<file path="src/bgwf_pkg.sv">
`timescale 1ns / 1ps
// bgwf_pkg: shared types and constants of the background/window tile fetcher.
// No dependencies; used by every module under src.

package bgwf_pkg;

  // Input beat function codes
  localparam logic [1:0] FUNC_LINE_START = 2'd0;
  localparam logic [1:0] FUNC_TICK       = 2'd1;
  localparam logic [1:0] FUNC_DATA       = 2'd2;
  localparam logic [1:0] FUNC_TAKE       = 2'd3;

  // Line modes
  localparam logic [1:0] MODE_OFF    = 2'd0;
  localparam logic [1:0] MODE_BG     = 2'd1;
  localparam logic [1:0] MODE_WIN    = 2'd2;
  localparam logic [1:0] MODE_BG_WIN = 2'd3;

  // Configuration register indexes
  localparam logic [2:0] CFG_LCD_CONTROL = 3'd0;
  localparam logic [2:0] CFG_WINDOW_X    = 3'd1;
  localparam logic [2:0] CFG_WINDOW_Y    = 3'd2;
  localparam logic [2:0] CFG_SCROLL_X    = 3'd3;
  localparam logic [2:0] CFG_SCROLL_Y    = 3'd4;
  localparam logic [2:0] CFG_BG_PALETTE  = 3'd5;

  // Memory map
  localparam logic [15:0] MAP_LOW_BASE    = 16'h9800;
  localparam logic [15:0] MAP_HIGH_BASE   = 16'h9c00;
  localparam logic [15:0] TILE_DATA_BASE  = 16'h8000;
  localparam logic [15:0] SIGNED_BIAS     = 16'h1000;
  localparam logic [15:0] OFF_ADDR        = 16'hffff;

  // Window placement limits
  localparam logic [7:0] WX_MAX      = 8'd166;
  localparam logic [7:0] WY_MAX      = 8'd143;
  localparam logic [7:0] WX_ALIGNED  = 8'd7;
  localparam logic [7:0] SWAP_NEVER  = 8'd255;
  localparam logic [7:0] PUSH_LIMIT  = 8'd247;
  localparam logic [3:0] FULL_OFFSET = 4'd8;

  // Fetch sequencer phases
  typedef enum logic [3:0] {
    PH_ID   = 4'b0001,
    PH_LOW  = 4'b0010,
    PH_HIGH = 4'b0100,
    PH_IDLE = 4'b1000
  } phase_t;

  // Per-line geometry latched at line start
  typedef struct packed {
    logic [1:0]  mode;
    logic        signed_data;
    logic [15:0] bg_base;
    logic [15:0] win_base;
    logic [2:0]  bg_row;
    logic [2:0]  win_row;
    logic [4:0]  tile_col;
    logic [7:0]  swap_point;
    logic [3:0]  win_offset;
  } setup_t;

  // One result beat
  typedef struct packed {
    logic        read_req;
    logic [15:0] read_addr;
    logic        tile_staged;
    logic        pixels_valid;
    logic [15:0] pixel_colors;
    logic [7:0]  pixel_palette;
    logic [3:0]  fine_offset;
    logic [1:0]  line_mode;
  } result_t;

endpackage

</file>
<file path="src/bg_window_tile_fetcher_unit.sv">
`timescale 1ns / 1ps
// bg_window_tile_fetcher_unit: top level of the background/window tile fetcher.
// Depends on bgwf_pkg, bgwf_line_setup and bgwf_out_buf.
//
//  channel | direction | handshake          | payload
//  in_     | input     | in_valid/in_stall  | func, line_number, mem_data
//  out_    | output    | out_valid/out_stall| read_req ... line_mode
//  cfg_    | input     | cfg_valid/cfg_ready| cfg_index, cfg_data
//
// Each input beat updates fetch state at the accepting edge, and its result beat is
// registered in the same edge, so one beat per clock is sustained while in_stall is low.
// The result is registered into the output entry, or into the skid entry under stall, and driven on out_.
// A two-entry result buffer absorbs a stall; in_stall rises only when both are held.
// Synchronous active-low reset clears configuration and all fetch state.

module bg_window_tile_fetcher_unit (
  input  logic        clk,
  input  logic        rst_n,
  // input beats
  input  logic        in_valid,
  output logic        in_stall,
  input  logic [1:0]  in_func,
  input  logic [7:0]  in_line_number,
  input  logic [7:0]  in_mem_data,
  // result beats
  output logic        out_valid,
  input  logic        out_stall,
  output logic        out_read_req,
  output logic [15:0] out_read_addr,
  output logic        out_tile_staged,
  output logic        out_pixels_valid,
  output logic [15:0] out_pixel_colors,
  output logic [7:0]  out_pixel_palette,
  output logic [3:0]  out_fine_offset,
  output logic [1:0]  out_line_mode,
  // configuration writes
  input  logic        cfg_valid,
  output logic        cfg_ready,
  input  logic [2:0]  cfg_index,
  input  logic [7:0]  cfg_data
);

  // Configuration registers
  logic [7:0] lcd_control_r, window_x_r, window_y_r, scroll_x_r, scroll_y_r, bg_palette_r;

  // Fetch state
  bgwf_pkg::phase_t phase_r, phase_nxt;
  logic        awaiting_r, awaiting_nxt;
  logic [1:0]  hrc_r, hrc_nxt;
  logic [1:0]  mode_r, mode_nxt;
  logic        signed_r, signed_nxt;
  logic [15:0] bg_base_r, bg_base_nxt;
  logic [15:0] win_base_r, win_base_nxt;
  logic [2:0]  bg_row_r, bg_row_nxt;
  logic [2:0]  win_row_r, win_row_nxt;
  logic [4:0]  col_r, col_nxt;
  logic [7:0]  pushed_r, pushed_nxt;
  logic [7:0]  swap_r, swap_nxt;
  logic        swapped_r, swapped_nxt;
  logic        idle_done_r, idle_done_nxt;
  logic [7:0]  tile_id_r, tile_id_nxt;
  logic [15:0] data_addr_r, data_addr_nxt;
  logic [7:0]  low_r, low_nxt;
  logic [7:0]  high_r, high_nxt;
  logic        full_r, full_nxt;
  logic [3:0]  win_off_r, win_off_nxt;
  logic [7:0]  pal_r, pal_nxt;

  logic              accept;
  logic              buf_full;
  bgwf_pkg::setup_t  setup;
  bgwf_pkg::result_t res;
  bgwf_pkg::result_t out_beat;

  // Sequencer helpers
  logic [1:0]  hrc_inc;
  logic [15:0] id_base;
  logic [15:0] tile_addr;
  logic [15:0] tile_addr_biased;
  logic [2:0]  row_sel;
  logic [15:0] low_addr;
  logic [15:0] pix;

  assign cfg_ready = 1'b1;
  assign in_stall  = buf_full;
  assign accept    = in_valid && !buf_full;

  bgwf_line_setup u_setup (
    .lcd_control (lcd_control_r),
    .window_x    (window_x_r),
    .window_y    (window_y_r),
    .scroll_x    (scroll_x_r),
    .scroll_y    (scroll_y_r),
    .line_number (in_line_number),
    .setup       (setup)
  );

  // Configuration writes
  always_ff @(posedge clk) begin
    if (!rst_n) begin
      lcd_control_r <= '0;
      window_x_r    <= '0;
      window_y_r    <= '0;
      scroll_x_r    <= '0;
      scroll_y_r    <= '0;
      bg_palette_r  <= '0;
    end else if (cfg_valid && cfg_ready) begin
      unique case (cfg_index)
        bgwf_pkg::CFG_LCD_CONTROL: lcd_control_r <= cfg_data;
        bgwf_pkg::CFG_WINDOW_X:    window_x_r    <= cfg_data;
        bgwf_pkg::CFG_WINDOW_Y:    window_y_r    <= cfg_data;
        bgwf_pkg::CFG_SCROLL_X:    scroll_x_r    <= cfg_data;
        bgwf_pkg::CFG_SCROLL_Y:    scroll_y_r    <= cfg_data;
        bgwf_pkg::CFG_BG_PALETTE:  bg_palette_r  <= cfg_data;
        default: ;
      endcase
    end
  end

  // Address terms
  assign hrc_inc          = (hrc_r < 2'd2) ? hrc_r + 2'd1 : hrc_r;
  assign tile_addr        = bgwf_pkg::TILE_DATA_BASE + {4'd0, tile_id_r, 4'd0};
  assign tile_addr_biased = (signed_r && !tile_id_r[7]) ? tile_addr + bgwf_pkg::SIGNED_BIAS
                                                        : tile_addr;
  assign row_sel          = (mode_r == bgwf_pkg::MODE_WIN ||
                             (mode_r == bgwf_pkg::MODE_BG_WIN && swapped_r)) ? win_row_r
                                                                             : bg_row_r;
  assign low_addr         = (mode_r == bgwf_pkg::MODE_OFF) ? bgwf_pkg::OFF_ADDR
                          : tile_addr_biased + {12'd0, row_sel, 1'b0};

  // Pixel interleave: pixel i from bit i of each plane
  always_comb begin
    for (int i = 0; i < 8; i++) begin
      pix[2*i]   = low_r[i];
      pix[2*i+1] = high_r[i];
    end
  end

  // Next fetch state and result beat
  always_comb begin
    phase_nxt     = phase_r;
    awaiting_nxt  = awaiting_r;
    hrc_nxt       = hrc_r;
    mode_nxt      = mode_r;
    signed_nxt    = signed_r;
    bg_base_nxt   = bg_base_r;
    win_base_nxt  = win_base_r;
    bg_row_nxt    = bg_row_r;
    win_row_nxt   = win_row_r;
    col_nxt       = col_r;
    pushed_nxt    = pushed_r;
    swap_nxt      = swap_r;
    swapped_nxt   = swapped_r;
    idle_done_nxt = idle_done_r;
    tile_id_nxt   = tile_id_r;
    data_addr_nxt = data_addr_r;
    low_nxt       = low_r;
    high_nxt      = high_r;
    full_nxt      = full_r;
    win_off_nxt   = win_off_r;
    pal_nxt       = pal_r;
    id_base       = bg_base_r;
    res           = '0;

    unique case (in_func)
      bgwf_pkg::FUNC_LINE_START: begin
        phase_nxt     = bgwf_pkg::PH_ID;
        awaiting_nxt  = 1'b0;
        hrc_nxt       = '0;
        mode_nxt      = setup.mode;
        signed_nxt    = setup.signed_data;
        bg_base_nxt   = setup.bg_base;
        win_base_nxt  = setup.win_base;
        bg_row_nxt    = setup.bg_row;
        win_row_nxt   = setup.win_row;
        col_nxt       = setup.tile_col;
        pushed_nxt    = '0;
        swap_nxt      = setup.swap_point;
        swapped_nxt   = 1'b0;
        idle_done_nxt = 1'b0;
        tile_id_nxt   = '0;
        data_addr_nxt = '0;
        low_nxt       = '0;
        high_nxt      = '0;
        full_nxt      = 1'b0;
        win_off_nxt   = setup.win_offset;
        pal_nxt       = bg_palette_r;
      end
      bgwf_pkg::FUNC_TICK: begin
        if (!awaiting_r) begin
          hrc_nxt = hrc_inc;
          if (hrc_inc == 2'd2 || phase_r == bgwf_pkg::PH_IDLE) begin
            hrc_nxt = '0;
            unique case (phase_r)
              bgwf_pkg::PH_ID: begin
                priority if (mode_r == bgwf_pkg::MODE_OFF) begin
                  id_base = bgwf_pkg::OFF_ADDR;
                end else if (mode_r == bgwf_pkg::MODE_BG) begin
                  id_base = bg_base_r;
                end else if (mode_r == bgwf_pkg::MODE_WIN) begin
                  id_base = win_base_r;
                end else if (pushed_r >= swap_r) begin
                  id_base     = win_base_r;
                  swapped_nxt = 1'b1;
                end else begin
                  id_base = bg_base_r;
                end
                res.read_req  = 1'b1;
                res.read_addr = id_base + {11'd0, col_r};
                phase_nxt     = bgwf_pkg::PH_LOW;
                awaiting_nxt  = 1'b1;
              end
              bgwf_pkg::PH_LOW: begin
                data_addr_nxt = low_addr;
                res.read_req  = 1'b1;
                res.read_addr = low_addr;
                phase_nxt     = bgwf_pkg::PH_HIGH;
                awaiting_nxt  = 1'b1;
              end
              bgwf_pkg::PH_HIGH: begin
                res.read_req  = 1'b1;
                res.read_addr = data_addr_r + 16'd1;
                phase_nxt     = bgwf_pkg::PH_IDLE;
                awaiting_nxt  = 1'b1;
              end
              bgwf_pkg::PH_IDLE: begin
                idle_done_nxt = 1'b1;
              end
              default: ;
            endcase
          end
        end
      end
      bgwf_pkg::FUNC_DATA: begin
        if (awaiting_r) begin
          awaiting_nxt = 1'b0;
          unique case (phase_r)
            bgwf_pkg::PH_LOW:  tile_id_nxt = in_mem_data;
            bgwf_pkg::PH_HIGH: begin
              low_nxt  = in_mem_data;
              full_nxt = 1'b1;
            end
            bgwf_pkg::PH_IDLE: high_nxt = in_mem_data;
            default: ;
          endcase
        end
      end
      bgwf_pkg::FUNC_TAKE: begin
        if (full_r) begin
          res.pixels_valid  = 1'b1;
          res.pixel_colors  = pix;
          res.pixel_palette = pal_r;
        end
        full_nxt      = 1'b0;
        low_nxt       = '0;
        high_nxt      = '0;
        pushed_nxt    = (pushed_r > bgwf_pkg::PUSH_LIMIT) ? bgwf_pkg::SWAP_NEVER
                                                          : pushed_r + 8'd8;
        phase_nxt     = bgwf_pkg::PH_ID;
        awaiting_nxt  = 1'b0;
        col_nxt       = col_r + 5'd1;
        idle_done_nxt = 1'b0;
      end
      default: ;
    endcase

    res.tile_staged = full_nxt && idle_done_nxt;
    res.fine_offset = win_off_nxt;
    res.line_mode   = mode_nxt;
  end

  // Fetch state registers
  always_ff @(posedge clk) begin
    if (!rst_n) begin
      phase_r     <= bgwf_pkg::PH_ID;
      awaiting_r  <= 1'b0;
      hrc_r       <= '0;
      mode_r      <= bgwf_pkg::MODE_OFF;
      signed_r    <= 1'b0;
      bg_base_r   <= '0;
      win_base_r  <= '0;
      bg_row_r    <= '0;
      win_row_r   <= '0;
      col_r       <= '0;
      pushed_r    <= '0;
      swap_r      <= bgwf_pkg::SWAP_NEVER;
      swapped_r   <= 1'b0;
      idle_done_r <= 1'b0;
      tile_id_r   <= '0;
      data_addr_r <= '0;
      low_r       <= '0;
      high_r      <= '0;
      full_r      <= 1'b0;
      win_off_r   <= '0;
      pal_r       <= '0;
    end else if (accept) begin
      phase_r     <= phase_nxt;
      awaiting_r  <= awaiting_nxt;
      hrc_r       <= hrc_nxt;
      mode_r      <= mode_nxt;
      signed_r    <= signed_nxt;
      bg_base_r   <= bg_base_nxt;
      win_base_r  <= win_base_nxt;
      bg_row_r    <= bg_row_nxt;
      win_row_r   <= win_row_nxt;
      col_r       <= col_nxt;
      pushed_r    <= pushed_nxt;
      swap_r      <= swap_nxt;
      swapped_r   <= swapped_nxt;
      idle_done_r <= idle_done_nxt;
      tile_id_r   <= tile_id_nxt;
      data_addr_r <= data_addr_nxt;
      low_r       <= low_nxt;
      high_r      <= high_nxt;
      full_r      <= full_nxt;
      win_off_r   <= win_off_nxt;
      pal_r       <= pal_nxt;
    end
  end

  bgwf_out_buf u_out_buf (
    .clk       (clk),
    .rst_n     (rst_n),
    .push      (accept),
    .push_data (res),
    .full      (buf_full),
    .out_valid (out_valid),
    .out_stall (out_stall),
    .out_data  (out_beat)
  );

  assign out_read_req      = out_beat.read_req;
  assign out_read_addr     = out_beat.read_addr;
  assign out_tile_staged   = out_beat.tile_staged;
  assign out_pixels_valid  = out_beat.pixels_valid;
  assign out_pixel_colors  = out_beat.pixel_colors;
  assign out_pixel_palette = out_beat.pixel_palette;
  assign out_fine_offset   = out_beat.fine_offset;
  assign out_line_mode     = out_beat.line_mode;

endmodule

</file>
<file path="src/bgwf_line_setup.sv">
`timescale 1ns / 1ps
// bgwf_line_setup: line-start geometry (mode, map row bases, rows, swap point).
// Depends on bgwf_pkg.

module bgwf_line_setup (
  input  logic [7:0]      lcd_control,
  input  logic [7:0]      window_x,
  input  logic [7:0]      window_y,
  input  logic [7:0]      scroll_x,
  input  logic [7:0]      scroll_y,
  input  logic [7:0]      line_number,
  output bgwf_pkg::setup_t setup
);

  logic [15:0] bg_map;
  logic [15:0] win_map;
  logic [7:0]  bg_y;
  logic [7:0]  win_y;
  logic        win_used;
  logic [7:0]  swap_calc;
  logic [7:0]  offs_calc;

  assign bg_map    = lcd_control[3] ? bgwf_pkg::MAP_HIGH_BASE : bgwf_pkg::MAP_LOW_BASE;
  assign win_map   = lcd_control[6] ? bgwf_pkg::MAP_HIGH_BASE : bgwf_pkg::MAP_LOW_BASE;
  assign bg_y      = scroll_y + line_number;
  assign win_y     = line_number - window_y;
  assign swap_calc = window_x - bgwf_pkg::WX_ALIGNED;
  assign offs_calc = bgwf_pkg::WX_ALIGNED - window_x;
  assign win_used  = lcd_control[5] && (window_x <= bgwf_pkg::WX_MAX) &&
                     (window_y <= bgwf_pkg::WY_MAX) && (window_y <= line_number);

  // Mode pick, then per-layer row geometry
  always_comb begin
    setup             = '0;
    setup.signed_data = ~lcd_control[4];
    setup.swap_point  = bgwf_pkg::SWAP_NEVER;
    if (!lcd_control[0]) begin
      setup.mode     = bgwf_pkg::MODE_OFF;
      setup.bg_base  = bgwf_pkg::OFF_ADDR;
      setup.win_base = bgwf_pkg::OFF_ADDR;
    end else begin
      priority if (!win_used) begin
        setup.mode = bgwf_pkg::MODE_BG;
      end else if (window_x == 8'd0 || window_x == bgwf_pkg::WX_MAX) begin
        setup.mode       = bgwf_pkg::MODE_WIN;
        setup.win_offset = bgwf_pkg::FULL_OFFSET;
      end else if (window_x < bgwf_pkg::WX_ALIGNED) begin
        setup.mode       = bgwf_pkg::MODE_WIN;
        setup.win_offset = offs_calc[3:0];
      end else if (window_x == bgwf_pkg::WX_ALIGNED) begin
        setup.mode = bgwf_pkg::MODE_WIN;
      end else begin
        setup.mode       = bgwf_pkg::MODE_BG_WIN;
        setup.swap_point = swap_calc;
      end
      // background layer
      if (setup.mode == bgwf_pkg::MODE_BG || setup.mode == bgwf_pkg::MODE_BG_WIN) begin
        setup.tile_col = scroll_x[7:3];
        setup.bg_row   = bg_y[2:0];
        setup.bg_base  = bg_map + {6'd0, bg_y[7:3], 5'd0};
      end
      // window layer
      if (setup.mode == bgwf_pkg::MODE_WIN || setup.mode == bgwf_pkg::MODE_BG_WIN) begin
        setup.win_row  = win_y[2:0];
        setup.win_base = win_map + {6'd0, win_y[7:3], 5'd0};
      end
    end
  end

endmodule

</file>
<file path="src/bgwf_out_buf.sv">
`timescale 1ns / 1ps
// bgwf_out_buf: two-entry result buffer (output register plus skid entry).
// Depends on bgwf_pkg.

module bgwf_out_buf (
  input  logic              clk,
  input  logic              rst_n,
  input  logic              push,
  input  bgwf_pkg::result_t push_data,
  output logic              full,
  output logic              out_valid,
  input  logic              out_stall,
  output bgwf_pkg::result_t out_data
);

  logic              main_valid_r;
  logic              skid_valid_r;
  bgwf_pkg::result_t main_r;
  bgwf_pkg::result_t skid_r;
  logic              pop;

  assign pop       = main_valid_r && !out_stall;
  assign full      = skid_valid_r;
  assign out_valid = main_valid_r;
  assign out_data  = main_r;

  // Control flags
  always_ff @(posedge clk) begin
    if (!rst_n) begin
      main_valid_r <= 1'b0;
      skid_valid_r <= 1'b0;
    end else if (pop || !main_valid_r) begin
      main_valid_r <= skid_valid_r || push;
      skid_valid_r <= 1'b0;
    end else if (push) begin
      skid_valid_r <= 1'b1;
    end
  end

  // Payload, no reset
  always_ff @(posedge clk) begin
    if (pop || !main_valid_r) begin
      main_r <= skid_valid_r ? skid_r : push_data;
    end else if (push) begin
      skid_r <= push_data;
    end
  end

endmodule

</file>
<file path="config.mk">
export PLATFORM = sky130hd
export DESIGN_NAME = bg_window_tile_fetcher_unit
export DESIGN_NICKNAME = d
export VERILOG_FILES = /design/src/bgwf_pkg.sv /design/src/bg_window_tile_fetcher_unit.sv /design/src/bgwf_line_setup.sv /design/src/bgwf_out_buf.sv
export SDC_FILE = /design/constraint.sdc
export NUM_CORES = 1
export LEC_CHECK = 0
export BUFFER_PORTS_ARGS = -buffer_cell sky130_fd_sc_hd__buf_2
export CORE_MARGIN = 2
export CORE_UTILIZATION = 53
export DETAILED_ROUTE_END_ITERATION = 6
export PLACE_DENSITY = 0.72
export SLEW_MARGIN = 5
export SYNTH_ARGS = -nofsm -noshare
export SYNTH_HDL_FRONTEND = slang
export SYNTH_SLANG_ARGS = --single-unit
export TNS_END_PERCENT = 100
</file>
<file path="constraint.sdc">
create_clock -name clk -period 6 [get_ports clk]
set_input_delay 0.9 -clock clk [delete_from_list [all_inputs] [get_ports clk]]
set_output_delay 0.9 -clock clk [all_outputs]
set_load 0.03 [all_outputs]
</file>
Word-level counts from Yosys, hierarchy flattened
Index checks and enable logic that the tools add are counted.
{ "op_classes": {"n_lt_le_gt_ge": 7, "addsub": 14, "eq_ne": 34, "bitwise": 3, "mux": 84, "reduce_logical": 48} }
{ "ops": {"columns": ["cell", "count"], "rows": [
  ["$mux W16", 15],
  ["$mux W8", 10],
  ["$pmux W8 S2", 4],
  ["$mux W17", 3],
  ["$pmux W17 S3", 1],
  ["$mux W25", 2],
  ["$mux W49", 1],
  ["$add A16 B10 Y16", 2],
  ["$mux W32", 1],
  ["$pmux W16 S2", 1],
  ["$mux W23", 1],
  ["$mux W11", 2],
  ["$ne A2 B2 Y1 const B", 11],
  ["$mux W4", 5],
  ["$reduce_and A2 Y1", 9],
  ["$mux W1", 17],
  ["$add A16 B1 Y16 const B", 1],
  ["$add A16 B12 Y16 const A", 1],
  ["$add A16 B13 Y16 const B", 1],
  ["$add A16 B4 Y16", 1],
  ["$add A16 B5 Y16", 1],
  ["$le A8 B8 Y1 const B", 2],
  ["$mux W2", 8],
  ["$eq A2 B2 Y1 const B", 7],
  ["other kinds (46)", 83]
]} }
{ "word_totals": {"ff_bits": 271, "input_bits": 34} }

Longest topological paths before layout
{ "logic_depth": {"depth_word": 15, "depth_mapped": 14, "depth_no_buf": 13} }

Hierarchy
From an unflattened synthesis, not the netlist that was laid out.
{ "unflattened": {"cells_unflattened": 1420, "area_unflattened_um2": 13740.7} }
{ "modules_own_cells": {"columns": ["mod", "seq_area_each_um2", "instances", "cells_per_inst", "area_per_inst_um2"], "rows": [
  ["bg_window_tile_fetcher_unit", 3363.2, 1, 1083, 8649.5],
  ["bgwf_out_buf", 2982.9, 1, 160, 3866.2],
  ["bgwf_line_setup", 0.0, 1, 177, 1224.9]
]} }

Least setup slack after synthesis
Ideal clock, no wire load.
{ "synth_path": {"path_kind": "input -> register", "startpoint": "in out_stall", "endpoint": "reg u_out_buf.skid_r[0] (netlist name) (enable)", "arrival_time_ns": 4.226, "setup_time_ns": 0.456, "path_slack_ns": 1.318, "n_path_buf": 0, "stages": 2, "required_time_ns": 5.544, "path_cell_list": "nand2_1 > nor2_1"} }
{ "synth_via": {"elab_chain_cells": 5} }
{ "synth_lines": {"columns": ["item", "line_no", "text"], "rows": [
  ["from (decl)", "bg_window_tile_fetcher_unit.sv:27", "input logic out_stall,"],
  ["$logic_not A1 Y1", "bgwf_out_buf.sv:22", "assign pop = main_valid_r && !out_stall;"],
  ["$logic_and A1 B1 Y1", "bgwf_out_buf.sv:22", null],
  ["$logic_or A1 B1 Y1", "bgwf_out_buf.sv:42", "if (pop || !main_valid_r) begin"],
  ["$not A1 Y1 (no line)", null, null],
  ["$reduce_and A2 Y1 (no line)", null, null],
  ["to (signal assigned)", "bgwf_out_buf.sv:45", "skid_r <= push_data;"],
  ["to (decl)", "bgwf_out_buf.sv:19", "bgwf_pkg::result_t skid_r;"]
]} }
No other way between the ends.
A chain may end at the register's enable or synchronous reset.

Final worst setup path
{ "layout_path": {"startpoint": "reg mode_r[1]", "endpoint": "reg u_out_buf.main_r, in the netlist u_out_buf.out_data[44] (data pin)"} }
{ "layout_via": {"elab_chain_cells": 14, "elab_cells_between_ends": 22, "cone_classes": "add/sub (2); eq/ne (3); mux (14); reduce/logical (3)"} }
{ "layout_lines": {"columns": ["item", "line_no", "text"], "rows": [
  ["from (decl)", "bg_window_tile_fetcher_unit.sv:50", "logic [1:0] mode_r, mode_nxt;"],
  ["from (signal assigned)", "bg_window_tile_fetcher_unit.sv:278", "mode_r <= bgwf_pkg::MODE_OFF;"],
  ["from (signal assigned)", "bg_window_tile_fetcher_unit.sv:300", "mode_r <= mode_nxt;"],
  ["$eq A2 B2 Y1", "bg_window_tile_fetcher_unit.sv:125, bg_window_tile_fetcher_unit.sv:200", null],
  ["$mux W16", "bg_window_tile_fetcher_unit.sv:200", "end else if (mode_r == bgwf_pkg::MODE_WIN) begin"],
  ["$mux W16", "bg_window_tile_fetcher_unit.sv:198", "end else if (mode_r == bgwf_pkg::MODE_BG) begin"],
  ["$mux W16", "bg_window_tile_fetcher_unit.sv:196", "priority if (mode_r == bgwf_pkg::MODE_OFF) begin"],
  ["$mux W16", "bg_window_tile_fetcher_unit.sv:194", "unique case (phase_r)"],
  ["$mux W16", "bg_window_tile_fetcher_unit.sv:192", "if (hrc_inc == 2'd2 || phase_r == bgwf_pkg::PH_IDLE) begin"],
  ["$mux W16", "bg_window_tile_fetcher_unit.sv:190", "if (!awaiting_r) begin"],
  ["$mux W16", "bg_window_tile_fetcher_unit.sv:165", "unique case (in_func)"],
  ["$add A16 B5 Y16", "bg_window_tile_fetcher_unit.sv:209", "res.read_addr = id_base + {11'd0, col_r};"],
  ["$pmux W17 S3 *", "bg_window_tile_fetcher_unit.sv:194", null],
  ["$mux W17 *", "bg_window_tile_fetcher_unit.sv:192", null],
  ["$mux W17 *", "bg_window_tile_fetcher_unit.sv:190", null],
  ["$mux W17 *", "bg_window_tile_fetcher_unit.sv:165", null],
  ["$mux W49 *", "bgwf_out_buf.sv:43", "main_r <= skid_valid_r ? skid_r : push_data;"],
  ["to (signal assigned)", "bgwf_out_buf.sv:43", null],
  ["to (decl)", "bgwf_out_buf.sv:18", "bgwf_pkg::result_t main_r;"]
]} }
Every way passes the cells marked *; elsewhere a longest branch is shown, timed or not. The select of a mux whose other input is x is not followed.

==> summary.md <==
| Metric | Value |
|---|---|
| Via count | `roughly 9.1k` |
| Cell accounting for the most synthesized area | `sky130_fd_sc_hd__dfxtp_1` |
| Die Height | `152 µm` |
| Tightest Hold Check Type | `flip-flop to flip-flop` |
| Longest Clk Path Bufs | `3` |
| Leading cell types by total area after synthesis | `sky130_fd_sc_hd__dfxtp_1 25%, sky130_fd_sc_hd__edfxtp_1 25%, sky130_fd_sc_hd__a21oi_1 5.7%, sky130_fd_sc_hd__nand2_1 5.6%, sky130_fd_sc_hd__ha_1 4.2%` |
| Max-cap violation count | `0` |
| Total overflow reported by the global router | `0` |
| DP Cell Count | `~1.5k` |
| Period utilization | `0.595` |
| Antenna violation net count after detailed routing | `0` |
| Cell area after synthesis | `roughly 12000 µm²` |
| Critical Path Fanout Max | `14` |
| Post-synthesis xor/xnor area fraction | `0.0325` |
| Core Box Area | `roughly 22000 µm²` |
| Simple-Gate Fraction of Synth Area | `0.176` |
| Avg Synthesized Cell Area | `9.44 µm²` |
| Detailed-router iteration count before antenna repair | `5` |
| Clock buffers created by TritonCTS | `26` |
| Die width | `between 150 and 200 µm` |
| Starting Density | `0.536` |
| Total track usage | `0.227` |
| Drc violations | `0` |
| Area share of the largest cell type after synthesis | `0.254` |
| Slew @ Worst Pin | `1.09 ns` |
| Placed wire-length estimate after detailed placement | `18500 µm` |
| Multiplexer share of the synthesized area | `0.0519` |
| Root Buffer Master | `sky130_fd_sc_hd__clkbuf_16` |
| Row count | `54` |
| Post-route non-filler standard cell count | `about 1.6k` |
| Clock network latency to the later pin of the worst-skew pair | `about 0.52 ns` |
| Total of warnings raised by yosys | `0` |
| Fraction of the mapped netlist area in adder cells | `0.0473` |
| Fraction of synthesis flops using an asynchronous set or reset pin | `0` |
| Power per cell area | `approximately 290 nW/µm²` |
| Power after layout | `roughly 3.7 mW` |
| Hold-fix buffers at CTS | `0` |
| Number of H-tree branching levels | `1` |
| Initial DRC count | `714` |
| Reg2Reg Capture Point | `u_out_buf.out_data[44]$_DFFE_PP_` |
| Number of antenna violations at the first check in global routing | `0` |
| Port-buffer cells | `84` |
| RR Startpoint | `mode_r[1]$_SDFFE_PN0P_` |
| Max rail drop VDD | `between 0.2 and 0.25 mV` |
| Number of distinct library cells after synthesis | `67` |
| Data arrival time of the critical path | `between 3 and 4 ns` |
| Avg Vias per Cell | `between 5 and 6` |
| Setup crit start kind | `flip-flop` |
| Fin nets | `1357` |
| Run status | `completed` |
| Maximum operating frequency | `around 280 MHz` |
| Met3 track demand over resource in global routing | `0.0299` |
| Data required, critical path | `approximately 6.3 ns` |
| Flip-flop and latch count after synthesis | `245` |
| Post-layout minimum cycle time | `between 3 and 4 ns` |
| Layout cell share with drive strength beyond 1 | `0.141` |
| Unrepaired setup endpoints after global routing | `false` |
| Hold Fails Final Rpt | `0` |
| Total length of routed wires | `~27000 µm` |
| Worst R2R Setup Slack | `2.43 ns` |
| Largest family of logic cells by synthesized area | `simple AND/OR/NAND/NOR gates` |
| Wire length of the first global-routing pass | `44000 µm` |
| Summed negative setup slack over all endpoints | `0 ns` |
| Global placer's final weighted congestion | `approximately 0.89` |
| Most used flip-flop cell after synthesis | `sky130_fd_sc_hd__dfxtp_1` |
| Via count of the first global-routing pass | `between 8k and 9k` |
| Syn Nets | `1304` |
| Maximum number of pins on one net before global-route repair | `around 70` |
| Final setup violation count | `0` |
| Met1 capacity usage during global routing | `0.316` |
| Wirelength per Cell | `17.1 µm` |
| Worst setup path category | `flip-flop to flip-flop` |
| Part of the Yosys area used for sequential elements | `0.508` |
| Nature of the critical path endpoint | `flip-flop` |
| PostCTS Resize Cnt | `0` |
| Top library cells by usage in the layout, fill and taps aside | `171 x sky130_fd_sc_hd__nand2_1, 147 x sky130_fd_sc_hd__dfxtp_1, 133 x sky130_fd_sc_hd__a21oi_1` |
| Post-synth EDFFs | `98` |
| Depth of the worst hold-timing path | `2` |
| Num ports | `86` |
| Highest-utilization routing layer at the global route stage | `met2` |
| TritonCTS clock tree | `yes` |
| Origin of the worst min-delay path | `low_r[6]$_SDFFE_PN0P_` |
| Worst-case reg-to-reg path depth | `13` |
| GR Util met2 | `0.376` |
| Share of the synthesized area in compound gates (AO/OA/AOI/OAI) | `0.144` |
| Clock skew | `between 0.01 and 0.015 ns` |
| Clock slew at reported path FFs | `0.06 ns` |
| Max-slew violation count | `0` |
| Gate Count Post-Synth | `~1.2k` |
| Clk sinks | `245` |
| Overall die area | `about 23000 µm²` |
| P_leak | `between 5 and 6 nW` |
| Growth of design area from synthesis to finish | `12.3%` |
| Endpoint with the worst hold slack | `low_r[6]$_SDFFE_PN0P_` |
| Post-CTS setup repair buffer count | `0` |
| Worst-case headroom to the max-slew limit | `0.266` |
| Antenna Diode Count | `0` |
| Leading cell type in the layout, fill and taps excluded | `sky130_fd_sc_hd__nand2_1` |
## layer usage
layer	routed length [µm]	up-vias
met5	0	-
met4	665	0
met3	1400	51
met2	12400	269
met1	12500	4314
li1	-	4470
## how the worst max path moves through the flow
stage / start / end / slack [ns] / cells past startpoint
6_report: mode_r[1]$_SDFFE_PN0P_ / u_out_buf.out_data[44]$_DFFE_PP_ / 2.43 / 13
3_3_place_gp: in_line_number[0] / u_out_buf.out_data[4]$_DFFE_PP_ / 2.47 / 13
5_1_grt: mode_r[1]$_SDFFE_PN0P_ / u_out_buf.out_data[44]$_DFFE_PP_ / 2.18 / 13
2_1_floorplan: out_stall / u_out_buf.skid_r[0]$_DFFE_PP_ / 1.32 / 2
3_5_place_dp: in_line_number[0] / u_out_buf.out_data[4]$_DFFE_PP_ / 2.34 / 13
4_1_cts: mode_r[1]$_SDFFE_PN0P_ / u_out_buf.out_data[44]$_DFFE_PP_ / 2.45 / 13
## where the power goes
part           switching [mW]  total, mW  internal [mW]
clock network           0.630       1.54          0.910
logic                   0.252      0.376          0.124
registers              0.0293       1.81           1.78
total                   0.911       3.73           2.82
## cells in the mapped netlist, types with 3 or more instances
| cell type | n |
|---|---|
| sky130_fd_sc_hd__nor3_1 | 14 |
| sky130_fd_sc_hd__nand3_1 | 65 |
| sky130_fd_sc_hd__ha_1 | 39 |
| sky130_fd_sc_hd__buf_1 | 3 |
| sky130_fd_sc_hd__nand3b_1 | 8 |
| sky130_fd_sc_hd__mux2_2 | 33 |
| sky130_fd_sc_hd__clkbuf_1 | 64 |
| sky130_fd_sc_hd__or3_1 | 10 |
| sky130_fd_sc_hd__dfxtp_1 | 147 |
| sky130_fd_sc_hd__nor2_1 | 93 |
| sky130_fd_sc_hd__xnor2_1 | 24 |
| sky130_fd_sc_hd__nand4_1 | 8 |
| sky130_fd_sc_hd__and3_1 | 28 |
| sky130_fd_sc_hd__inv_1 | 50 |
| sky130_fd_sc_hd__a21oi_1 | 133 |
| sky130_fd_sc_hd__edfxtp_1 | 98 |
| sky130_fd_sc_hd__fa_1 | 3 |
| sky130_fd_sc_hd__o21ai_0 | 51 |
| sky130_fd_sc_hd__o211ai_1 | 8 |
| sky130_fd_sc_hd__o21a_1 | 3 |
| sky130_fd_sc_hd__o31ai_1 | 7 |
| sky130_fd_sc_hd__a21o_1 | 6 |
| sky130_fd_sc_hd__mux2i_1 | 23 |
| sky130_fd_sc_hd__a31oi_1 | 6 |
| sky130_fd_sc_hd__o22ai_1 | 18 |
| sky130_fd_sc_hd__xor2_1 | 19 |
| sky130_fd_sc_hd__nor2b_1 | 3 |
| sky130_fd_sc_hd__nor3b_1 | 4 |
| sky130_fd_sc_hd__o21bai_1 | 5 |
| sky130_fd_sc_hd__or2_2 | 5 |
| sky130_fd_sc_hd__o22a_1 | 6 |
| sky130_fd_sc_hd__o221ai_1 | 4 |
| sky130_fd_sc_hd__nand2b_1 | 8 |
| sky130_fd_sc_hd__a211oi_1 | 7 |
| sky130_fd_sc_hd__a221oi_1 | 4 |
| sky130_fd_sc_hd__and2_1 | 9 |
| sky130_fd_sc_hd__nand2_1 | 172 |
| sky130_fd_sc_hd__o32ai_1 | 3 |
## worst max-delay path: stages (launching register included)
cell and delay (ns):
sky130_fd_sc_hd__dfxtp_1 0.44, sky130_fd_sc_hd__nor2_1 0.62, sky130_fd_sc_hd__or2_2 0.33, sky130_fd_sc_hd__ha_1 0.19, sky130_fd_sc_hd__inv_1 0.06, sky130_fd_sc_hd__fa_1 0.40, sky130_fd_sc_hd__inv_1 0.07, sky130_fd_sc_hd__a21oi_1 0.06
sky130_fd_sc_hd__o21bai_1 0.19, sky130_fd_sc_hd__a21oi_1 0.09, sky130_fd_sc_hd__and2b_2 0.26, sky130_fd_sc_hd__nand3_1 0.10, sky130_fd_sc_hd__a222oi_1 0.40, sky130_fd_sc_hd__o21ai_1 0.09
## registers in the layout (all words and copies together) (netlist names), 4 cells and up
signal and flops:
u_out_buf.skid_r 49, win_base_r 7, phase_r 4, bg_palette_r 8, scroll_y_r 8, pushed_r 6, col_r 5, data_addr_r 14
u_out_buf.out_data 49, high_r 8, window_x_r 8, win_off_r 4, bg_base_r 8, low_r 8, pal_r 8, window_y_r 8
lcd_control_r 5, tile_id_r 8, swap_r 8, scroll_x_r 5
## layout make-up
type	instances	area (µm²)
multi-input cells	863	5260
clock inverters	9	71.3
flip-flops and latches	245	5890
fillers	1844	8610
well taps	280	350
repair buffers	95	503
clock buffers	39	754
inverters	50	189
## cells by family (layout without fill, tap and decap cells)
group | after synthesis | after routing
AO/OA/AOI/OAI | 281 | 281
XOR/XNOR | 43 | 43
adder cells (fa/ha/maj) | 42 | 42
buffers and inverters | 120 | 193
flip-flops | 245 | 245
multiplexers | 56 | 56
other | 1 | 1
AND/OR/NAND/NOR | 440 | 440
## per-stage QoR
stage          cell area (µm²)  worst slack [ns]  hold WS, ns  utilization
2_1_floorplan            11600              1.32        0.432            -
3_3_place_gp             12200              2.47        0.437        0.564
3_5_place_dp             12200              2.34        0.442        0.564
4_1_cts                  13000              2.45        0.450        0.602
5_1_grt                  13000              2.18        0.468        0.602
6_report                 13000              2.43        0.449        0.602
No activity file was read; power rests on OpenSTA's default activity.
